$ cat config.mk
export PLATFORM = sky130hd
export DESIGN_NAME = gbe_ctrl
export DESIGN_NICKNAME = d
export VERILOG_FILES = /design/src/rtl/gbe_pkg.sv /design/src/rtl/gbe_ctrl.sv
export SDC_FILE = /design/constraint.sdc
export NUM_CORES = 1
export LEC_CHECK = 0
export ABC_AREA = 1
export BUFFER_PORTS_ARGS = -buffer_cell sky130_fd_sc_hd__buf_2
export CORE_ASPECT_RATIO = 1.75
export CORE_MARGIN = 2
export CORE_UTILIZATION = 37
export DETAILED_ROUTE_END_ITERATION = 6
export PLACE_DENSITY_LB_ADDON = 0.12
export SETUP_SLACK_MARGIN = 0.3
export SYNTH_ARGS = -nofsm -noshare
export SYNTH_HDL_FRONTEND = slang
export SYNTH_SLANG_ARGS = --single-unit
$ cat constraint.sdc
create_clock -name clk_i -period 7.39 [get_ports clk_i]
set_input_delay 0.739 -clock clk_i [delete_from_list [all_inputs] [get_ports clk_i]]
set_output_delay 0.739 -clock clk_i [all_outputs]
set_load 0.03 [all_outputs]
$ cat src/rtl/gbe_pkg.sv
// gbe_pkg: shared types and constants for the gap buffer edit engine
// item and result beat structs, operation and screen action codes, store geometry
// no dependencies
package gbe_pkg;

  localparam int unsigned STORE_BYTES = 4096;
  localparam int unsigned ADDR_W      = $clog2(STORE_BYTES);
  localparam int unsigned PTR_W       = $clog2(STORE_BYTES + 1);
  localparam int unsigned CNT_W       = 13;

  localparam logic [7:0] NEWLINE = 8'd10;

  typedef enum logic [1:0] {
    OP_INSERT    = 2'd0,
    OP_BACKSPACE = 2'd1,
    OP_LEFT      = 2'd2,
    OP_RIGHT     = 2'd3
  } op_e;

  typedef enum logic [1:0] {
    ACT_NONE   = 2'd0,
    ACT_RENDER = 2'd1,
    ACT_REDRAW = 2'd2
  } act_e;

  typedef struct packed {
    op_e        func;
    logic [7:0] char_in;
  } in_item_t;

  typedef struct packed {
    logic             applied;
    logic [CNT_W-1:0] cursor_row;
    logic [CNT_W-1:0] cursor_col;
    logic [CNT_W-1:0] line_count;
    logic             modified;
    act_e             screen_action;
  } out_item_t;

  // one write port and one read port per cycle
  typedef struct packed {
    logic              we;
    logic [ADDR_W-1:0] waddr;
    logic [7:0]        wdata;
    logic [ADDR_W-1:0] raddr;
  } mem_req_t;

endpackage

$ cat src/rtl/gbe_ctrl.sv
// gbe_ctrl: edit sequencer, gap pointers, cursor counters and result register
// drives the text store through a mem_req_t; uses gbe_pkg
module gbe_ctrl
  import gbe_pkg::*;
(
  input  logic       clk_i,
  input  logic       rst_ni,
  input  logic       in_valid_i,
  output logic       in_stall_o,
  input  in_item_t   in_item_i,
  output logic       out_valid_o,
  input  logic       out_stall_i,
  output out_item_t  out_item_o,
  output mem_req_t   mem_req_o,
  input  logic [7:0] mem_rdata_i
);

  typedef enum logic [4:0] {
    ST_IDLE     = 5'b00001,
    ST_READ     = 5'b00010,
    ST_SCAN_RD  = 5'b00100,
    ST_SCAN_CHK = 5'b01000,
    ST_RESP     = 5'b10000
  } state_e;

  state_e           state_q, state_d;
  logic [PTR_W-1:0] gb_q, gb_d, gf_q, gf_d, idx_q, idx_d;
  logic [CNT_W-1:0] row_q, row_d, col_q, col_d, lines_q, lines_d;
  logic             mod_q, mod_d;
  op_e              op_q, op_d;
  logic             applied_q, applied_d;
  act_e             action_q, action_d;
  logic             out_valid_q, out_valid_d;
  out_item_t        out_item_q, out_item_d;

  logic [PTR_W-1:0] gb_dec, gf_dec, idx_dec;
  logic             is_nl;

  assign gb_dec  = gb_q - PTR_W'(1);
  assign gf_dec  = gf_q - PTR_W'(1);
  assign idx_dec = idx_q - PTR_W'(1);
  assign is_nl   = (mem_rdata_i == NEWLINE);

  always_comb begin
    state_d     = state_q;
    gb_d        = gb_q;
    gf_d        = gf_q;
    idx_d       = idx_q;
    row_d       = row_q;
    col_d       = col_q;
    lines_d     = lines_q;
    mod_d       = mod_q;
    op_d        = op_q;
    applied_d   = applied_q;
    action_d    = action_q;
    out_valid_d = out_valid_q;
    out_item_d  = out_item_q;

    mem_req_o.we    = 1'b0;
    mem_req_o.waddr = gb_q[ADDR_W-1:0];
    mem_req_o.wdata = in_item_i.char_in;
    mem_req_o.raddr = gb_dec[ADDR_W-1:0];

    if (out_valid_q && !out_stall_i) begin
      out_valid_d = 1'b0;
    end

    unique case (state_q)
      ST_IDLE: begin
        if (in_valid_i) begin
          op_d      = in_item_i.func;
          applied_d = 1'b0;
          action_d  = ACT_NONE;
          state_d   = ST_RESP;
          case (in_item_i.func)
            OP_INSERT: begin
              if (gb_q < gf_q) begin
                mem_req_o.we = 1'b1;
                gb_d         = gb_q + PTR_W'(1);
                if (in_item_i.char_in == NEWLINE) begin
                  lines_d = lines_q + CNT_W'(1);
                  row_d   = row_q + CNT_W'(1);
                  col_d   = '0;
                end else begin
                  col_d = col_q + CNT_W'(1);
                end
                action_d  = mod_q ? ACT_REDRAW : ACT_RENDER;
                mod_d     = 1'b1;
                applied_d = 1'b1;
              end
            end
            OP_BACKSPACE, OP_LEFT: begin
              if (gb_q != '0) begin
                mem_req_o.raddr = gb_dec[ADDR_W-1:0];
                state_d         = ST_READ;
              end
            end
            OP_RIGHT: begin
              if (gf_q != PTR_W'(STORE_BYTES)) begin
                mem_req_o.raddr = gf_q[ADDR_W-1:0];
                state_d         = ST_READ;
              end
            end
            default: ;
          endcase
        end
      end

      ST_READ: begin
        applied_d = 1'b1;
        state_d   = ST_RESP;
        idx_d     = gb_dec;
        if (op_q == OP_RIGHT) begin
          mem_req_o.we    = 1'b1;
          mem_req_o.waddr = gb_q[ADDR_W-1:0];
          mem_req_o.wdata = mem_rdata_i;
          gb_d            = gb_q + PTR_W'(1);
          gf_d            = gf_q + PTR_W'(1);
          if (is_nl) begin
            row_d = row_q + CNT_W'(1);
            col_d = '0;
          end else begin
            col_d = col_q + CNT_W'(1);
          end
        end else begin
          gb_d = gb_dec;
          if (op_q == OP_LEFT) begin
            mem_req_o.we    = 1'b1;
            mem_req_o.waddr = gf_dec[ADDR_W-1:0];
            mem_req_o.wdata = mem_rdata_i;
            gf_d            = gf_dec;
          end else begin
            action_d = (mod_q && !is_nl) ? ACT_REDRAW : ACT_RENDER;
            mod_d    = 1'b1;
            if (is_nl && lines_q > CNT_W'(1)) begin
              lines_d = lines_q - CNT_W'(1);
            end
          end
          if (is_nl) begin
            // moved up a line: column comes from the scan back to the previous newline
            if (row_q != '0) begin
              row_d = row_q - CNT_W'(1);
            end
            state_d = ST_SCAN_RD;
          end else if (col_q != '0) begin
            col_d = col_q - CNT_W'(1);
          end
        end
      end

      ST_SCAN_RD: begin
        mem_req_o.raddr = idx_dec[ADDR_W-1:0];
        if (idx_q == '0) begin
          col_d   = CNT_W'(gb_q - idx_q);
          state_d = ST_RESP;
        end else begin
          state_d = ST_SCAN_CHK;
        end
      end

      ST_SCAN_CHK: begin
        if (is_nl) begin
          col_d   = CNT_W'(gb_q - idx_q);
          state_d = ST_RESP;
        end else begin
          idx_d   = idx_dec;
          state_d = ST_SCAN_RD;
        end
      end

      ST_RESP: begin
        // hold until the result register is free
        if (!out_valid_q || !out_stall_i) begin
          out_valid_d              = 1'b1;
          out_item_d.applied       = applied_q;
          out_item_d.cursor_row    = row_q;
          out_item_d.cursor_col    = col_q;
          out_item_d.line_count    = lines_q;
          out_item_d.modified      = mod_q;
          out_item_d.screen_action = action_q;
          state_d                  = ST_IDLE;
        end
      end

      default: state_d = ST_IDLE;
    endcase
  end

  always_ff @(posedge clk_i or negedge rst_ni) begin
    if (!rst_ni) begin
      state_q     <= ST_IDLE;
      gb_q        <= '0;
      gf_q        <= PTR_W'(STORE_BYTES);
      row_q       <= '0;
      col_q       <= '0;
      lines_q     <= CNT_W'(1);
      mod_q       <= 1'b0;
      out_valid_q <= 1'b0;
    end else begin
      state_q     <= state_d;
      gb_q        <= gb_d;
      gf_q        <= gf_d;
      row_q       <= row_d;
      col_q       <= col_d;
      lines_q     <= lines_d;
      mod_q       <= mod_d;
      out_valid_q <= out_valid_d;
    end
  end

  always_ff @(posedge clk_i) begin
    op_q       <= op_d;
    idx_q      <= idx_d;
    applied_q  <= applied_d;
    action_q   <= action_d;
    out_item_q <= out_item_d;
  end

  assign in_stall_o  = (state_q != ST_IDLE);
  assign out_valid_o = out_valid_q;
  assign out_item_o  = out_item_q;

endmodule

; ---- Word-level counts from Yosys, hierarchy flattened
; Cells that the tools add are included.
[op_classes]
n_bitwise = 0
div_mod_pow = 0
n_lt_le_gt_ge = 2
n_mux = 77
mul = 0
n_reduce_logical = 29
eq_ne = 29
add_sub_neg = 12
shift = 0
[op_table]
columns = operator, count
row1 = $mux 13, 32
row2 = $pmux 13 s2, 4
row3 = $sub 13x1->13 const B, 6
row4 = $add 13x1->13 const B, 5
row5 = $pmux 13 s4, 1
row6 = $mux 21, 2
row7 = $mux 5, 8
row8 = $reduce_bool 13->1, 3
row9 = $mux 12, 3
row10 = $pmux 5 s5, 1
row11 = $pmux 12 s2, 1
row12 = $ne 2x2->1 const B, 11
row13 = $mux 20, 1
row14 = $eq 8x4->1 const B, 2
row15 = $reduce_and 8->1, 2
row16 = $mux 2, 7
row17 = $gt 13x1->1 const B, 1
row18 = $logic_not 13->1, 1
row19 = $lt 13x13->1, 1
row20 = $ne 13x13->1 const B, 1
row21 = $sub 13x13->13, 1
row22 = $mux 1, 12
row23 = $reduce_and 2->1, 6
row24 = $pmux 5 s2, 1
row25 = other kinds (22), 36
[totals]
mem_count = 0
latchBits = 0
register_bits = 133
ram_bits = 0
output_inout_bits = 78
romBits = 0

; ---- Depth between registers and ports, before layout
; Gate-level depths: netlist of run 1.
[depth]
word_depth = 7
mapped_depth = 16
mapped_depth_nobuf = 13

; ---- Worst setup path after synthesis of run 1
; OpenSTA, ideal clock, no wires.
[synth_path]
kind = in2reg
startpoint = input port out_stall_i
endpoint = register out_item_q (netlist bit out_item_o[0]), enable pin
cell_stages = 1
setup_ps = 458
t_required_ps = 6932
n_path_buf = 0
slack_ps = 4064
t_arrival_ps = 2869
path_cell_list = a21oi_1
[synth_between]
elab_chain_len = 3
[synth_rtl]
columns = element, line_no
row1 = from (decl), gbe_ctrl.sv:12  ; input logic out_stall_i,
row2 = $logic_not 1->1, gbe_ctrl.sv:173  ; if (!out_valid_q || !out_stall_i) begin
row3 = $logic_or 1x1->1, gbe_ctrl.sv:173
row4 = $reduce_and 2->1 (no source line), -
row5 = to (signal assigned), gbe_ctrl.sv:216  ; out_item_q <= out_item_d;
row6 = to (decl), gbe_ctrl.sv:34  ; out_item_t out_item_q, out_item_d;
; Every way passes these cells.
; A chain may end at the register's enable or synchronous reset.

==> results.tsv, run 1 <==
metric	value	unit
peakVddDrop	232.1	uV
drtIter0Drc	596	
cp-start-kind	flop	
end_kind	output pin	
p_leak	5.515	nW
yosys.area_share.simple	35.62	%
grt_pass1_vias	9574	
power	4.893	mW
synth-async-reset-ratio	54.14	%
grt_usage	22.13	%
p_per_area	426.6	nW/um^2
synthTopCellsByArea	edfxtp_1, nand2_1, dfrtp_1	
grt_max_degree	46	
maxSlewHeadroom	19.56	%
synth_edf_count	61	
postRouteWirelength	30310	um
numCtsBuffers	17	
vias	9684	
ff_latch_area	3637	um^2
ant_nets	0	
synth_top_cell_by_area	edfxtp_1	
worst_pin_slew	1.202	ns
diodes	0	
max_freq	221.5	MHz
initial_core_util	37.52	%
clock_skew	0.01080	ns
synthMuxAreaShare	0	%
synth_warnings	0	
yosysSeqAreaShare	35.73	%
cts_max_path_buffers	2	
fin_area	11470	um^2
syn-cell-area	10180	um^2
path_clk_slew	0.07	ns
placed_area	10920	um^2
synth_flop_cell	dfrtp_1	
cts_tree	yes	
worstSetupPathType	flop to output pin	
synthAdderAreaFrac	5.237	%
drc	0	
finalCriticalPeriod	4.516	ns
multi_input_area	5647	um^2
synth_xor_area_share	5.937	%
fin_nets	1610	
finalSetupTns	0	ns
post-cts-setup-buffer-count	0	
cts_hold_buf	0	
clk_latency	0.45	ns
yosysUniqueCellTypes	43	
status	finished clean	
drive_gt1_share	11.16	%
ios	100	
io_buffer_count	99	
num-fill-cells	2904	
wire_per_inst	15.72	um
drt-vias-per-instance	5.023	
cts_root_buffer	clkbuf_16	
fin_crit_sh	61.11	%
rsz0062_at_grt	false	
postSynthAreaPerCell	6.891	um^2
dp_hpwl	23570	um
dieWidth	129.4	um
synthCells	1477	
synth_top_family_by_area	simple AND/OR/NAND/NOR gates	
die-area	28900	um^2
antenna_found_initial	0	
core_area	27130	um^2
slew_viol_final	0	
die_h	223.4	um
cp.required	6.65	ns
cap_violations	0	
place_congestion	0.8914	
area_delta_synth_final	12.67	%
numPlacedInstances	1896	
critPathMaxFanout	25	
rows	80	
grt_pass1_wl	49350	um
synth_compound_area_share	8.568	%
final-setup-viol-count	0	
ys_seq_elements	133	
grt_overflow	0	
hp-class	input port to async pin	
worstPathArrival	3.78	ns
cts_resized	0	
synth_top_area_share	18.00	%
cts.sinks	133	
hold_viol_final	0	
htreeDepth	4	
fin_cells	1928	
syn_nets	1541	
first_pass_iters	5	
-- layout make-up --
type / count / area share, %
Multi-Input combinational cell: 1118 / 49.24
Sequential cell: 133 / 31.72
Inverter: 174 / 5.717
Timing Repair Buffer: 102 / 4.539
Tap cell: 369 / 4.026
Clock buffer: 17 / 3.709
Clock inverter: 15 / 1.058
-- critical path, stage by stage (launching register included) --
cell and delay (ns):
dfrtp_1 0.42, nor2_4 0.14, nand2_4 0.10, nor2_8 0.33, nand2_1 0.39, nor2_1 1.02, inv_1 0.38, o21ai_0 0.28
buf_2 0.23
-- cell usage in the layout, fill, tap and decap left out, drive strengths merged, types with 28 or more instances in the layout --
| cell | Yosys | layout |
|---|---|---|
| nor2 | 147 | 147 |
| xor2 | 55 | 55 |
| o21ai | 103 | 103 |
| buf | 30 | 102 |
| edfxtp | 61 | 61 |
| nand4 | 34 | 34 |
| inv | 170 | 176 |
| nand2 | 489 | 489 |
| ha | 41 | 41 |
| dfrtp | 69 | 69 |
| nand3 | 148 | 148 |
| a21oi | 28 | 28 |
-- worst paths after layout --
| check | from | end | slack, ns | cells past startpoint |
|---|---|---|---|---|
| setup / recovery | state_q[3] | mem_req_o[31] | 2.87 | 8 |
| hold / removal | rst_ni | gb_q[0] | 0.21 | 1 |
| hold reg to reg | action_q[1] | out_item_o[1] | 0.42 | 0 |
| max in group asynchronous | rst_ni | row_q[7] | 6.16 | 2 |
| min in group clk_i | action_q[1] | out_item_o[1] | 0.42 | 0 |
| setup reg to reg | gf_q[6] | gb_q[7] | 3.95 | 12 |
-- registers in the layout, summed over array words and instances, names as in the netlist --
| name | flops |
|---|---|
| op_q | 2 |
| action_q | 2 |
| mod_q | 1 |
| out_item_o | 43 |
| col_q | 13 |
| gf_q | 13 |
| idx_q | 13 |
| state_q | 5 |
| lines_q | 13 |
| applied_q | 1 |
| out_valid_o | 1 |
| row_q | 13 |
| gb_q | 13 |
-- cell usage after synthesis (3+ instances only) --
cell type and instances:
a21oi_1 27, a22oi_1 5, buf_2 25, buf_4 4, clkbuf_1 21, clkinv_1 4, dfrtp_1 69, dfstp_2 3
edfxtp_1 61, ha_1 41, inv_1 163, inv_2 6, nand2_1 483, nand2_2 5, nand3_1 142, nand3_2 6
nand3b_1 4, nand4_1 32, nor2_1 137, nor2_2 6, nor3_1 21, o211ai_1 13, o21ai_0 92, o21ai_1 11
o22ai_1 4, or2_2 4, xnor2_1 14, xor2_1 55
-- layer usage --
layer / vias up / track usage (%) / wire (um)
met5: - / 0 / 0
met4: 0 / 11.15 / 1451
met3: 81 / 3.261 / 810
met2: 225 / 41.24 / 16440
met1: 4464 / 23.62 / 11600
li1: 4914 / - / -
-- power by group --
part           switching [mW]  internal (mW)  leakage (nW)
Clock                   0.363          0.434         0.254
Combinational            1.92          0.835          3.77
Sequential              0.304           1.04          1.49
-- per-stage QoR --
| step | worst slack (ns) | hold WS, ns | util, % |
|---|---|---|---|
| 2_1_floorplan | 4.064 | 0.4003 | - |
| 3_3_place_gp | 3.378 | 0.4036 | 40.26 |
| 3_5_place_dp | 3.326 | 0.4074 | 40.26 |
| 4_1_cts | 2.813 | 0.2193 | 42.28 |
| 5_1_grt | 2.567 | 0.2367 | 42.28 |
| 6_report | 2.874 | 0.2131 | 42.28 |
-- cell families (layout without fill, tap and decap cells) --
logic type	count (synthesis)	count (layout)
AND/OR/NAND/NOR	847	847
adder cells (fa/ha/maj)	42	42
AO/OA/AOI/OAI	160	160
buffers and inverters	226	308
flip-flops	133	133
XOR/XNOR	69	69
Power figures use the tool's default switching activity.
==> inputs of run 2 (changes only) <==
==> constraint.sdc (replaced) <==
create_clock -name clk_i -period 3.8 [get_ports clk_i]
set_input_delay 0.38 -clock clk_i [delete_from_list [all_inputs] [get_ports clk_i]]
set_output_delay 0.38 -clock clk_i [all_outputs]
set_load 0.03 [all_outputs]
==> results.tsv, run 2 (same netlist as run 1, synthesis figures left out) <==
metric	value	unit
fin_crit_sh	87.72	%
cp.required	3.42	ns
core_area	27130	um^2
hold_viol_final	0	
critPathMaxFanout	6	
vias	9723	
end_kind	output pin	
hp-class	input port to async pin	
io_buffer_count	99	
place_congestion	0.9157	
postRouteWirelength	30870	um
power	9.715	mW
grt_pass1_wl	49270	um
max_freq	300.0	MHz
cp-start-kind	flop	
cts_root_buffer	clkbuf_16	
rows	80	
drtIter0Drc	664	
cts_max_path_buffers	2	
drt-vias-per-instance	5.017	
p_leak	5.602	nW
fin_nets	1620	
worstPathArrival	2.95	ns
wire_per_inst	15.93	um
numCtsBuffers	17	
finalSetupTns	0	ns
layout_commonest_cell	nand2_1	
final_cell_mix	nand2_1, inv_1, nand3_1	
place_ws	0.7643	ns
grt_overflow	0	
grt_usage	22.17	%
grt_max_degree	56	
drive_gt1_share	11.79	%
num-fill-cells	2857	
cts_hold_buf	0	
htreeDepth	4	
drc	0	
worstSetupPathType	flop to output pin	
largest_reg_flops	43	
clock_skew	0.01350	ns
die_h	223.4	um
grt_pass1_vias	9598	
worst_pin_slew	0.8747	ns
setup_slack	0.4667	ns
initial_core_util	37.52	%
peakVddDrop	411.7	uV
dp_hpwl	23950	um
slew_viol_final	0	
status	finished clean	
dieWidth	129.4	um
finalCriticalPeriod	3.333	ns
antenna_found_initial	0	
maxSlewHeadroom	41.68	%
path_clk_slew	0.06	ns
clk_latency	0.45	ns
area_delta_synth_final	13.98	%
ios	100	
die-area	28900	um^2
final-setup-viol-count	0	
cap_violations	0	
rsz0062_at_grt	false	
ant_nets	0	
p_per_area	837.4	nW/um^2
diodes	0	
cts.sinks	133	
cts_tree	yes	
first_pass_iters	5	
run 2: timing repair:
item	4_1_cts	5_1_grt
buffers inserted	0	0
resized for setup	1	2
endpoints found under the setup margin	1	14
run 2: cell type report:
class / count / area (um^2) / share of cell area, %
multi-input cells: 1118 / 5654 / 48.74
clock buffers: 17 / 425.4 / 3.667
inverters: 174 / 655.6 / 5.651
clock inverters: 15 / 171.4 / 1.478
flip-flops and latches: 133 / 3637 / 31.35
repair buffers: 112 / 595.6 / 5.134
well taps: 369 / 461.7 / 3.980
run 2: path summary, 6_finish.rpt:
| check | startpoint | to | slack, ns | cells after the start |
|---|---|---|---|---|
| max reg2reg | gf_q[4] | gb_q[5] | 0.77 | 13 |
| max in group asynchronous | rst_ni | col_q[8] | 2.99 | 2 |
| min reg2reg | action_q[1] | out_item_o[1] | 0.42 | 0 |
| max | gf_q[0] | mem_req_o[5] | 0.47 | 9 |
| min | rst_ni | gf_q[2] | 0.02 | 1 |
| min in group clk_i | in_item_i[8] | op_q[0] | 0.15 | 1 |
run 2: critical path: stages (launching register included):
cell and delay, ns:
dfrtp_1 0.54, inv_1 0.24, ha_1 0.30, nand3_2 0.18, inv_1 0.08, nand3_1 0.12
nand3_2 0.16, o21ai_1 0.39, o21ai_0 0.25, buf_2 0.23
run 2: metal layers:
metal	track usage (%)	wire (um)	vias up	part of all wire, %
met2	41.04	16730	250	54
met5	0	0	-	0
met4	12.03	1382	0	4.5
met3	3.645	1060	79	3.4
li1	-	-	4936	-
met1	23.30	11700	4458	38
run 2: stage by stage:
stage,cells,hold WS (ns),instance area (um^2),util [%]
final,1938,0.02180,11600,42.77
after global routing,1938,0.07444,11600,42.77
after CTS,1938,0.05074,11590,42.74
after detailed placement,1906,0.4054,11000,40.54
after global placement,1906,0.4026,11000,40.54
after floorplan,1477,0.08441,10180,-
run 2: power breakdown:
part	total, mW	internal, mW	leakage [nW]	switching (mW)
registers	2.62	2.02	1.49	0.605
clock network	1.69	0.981	0.291	0.707
logic	5.40	1.65	3.82	3.76
total	9.72	4.65	5.60	5.07
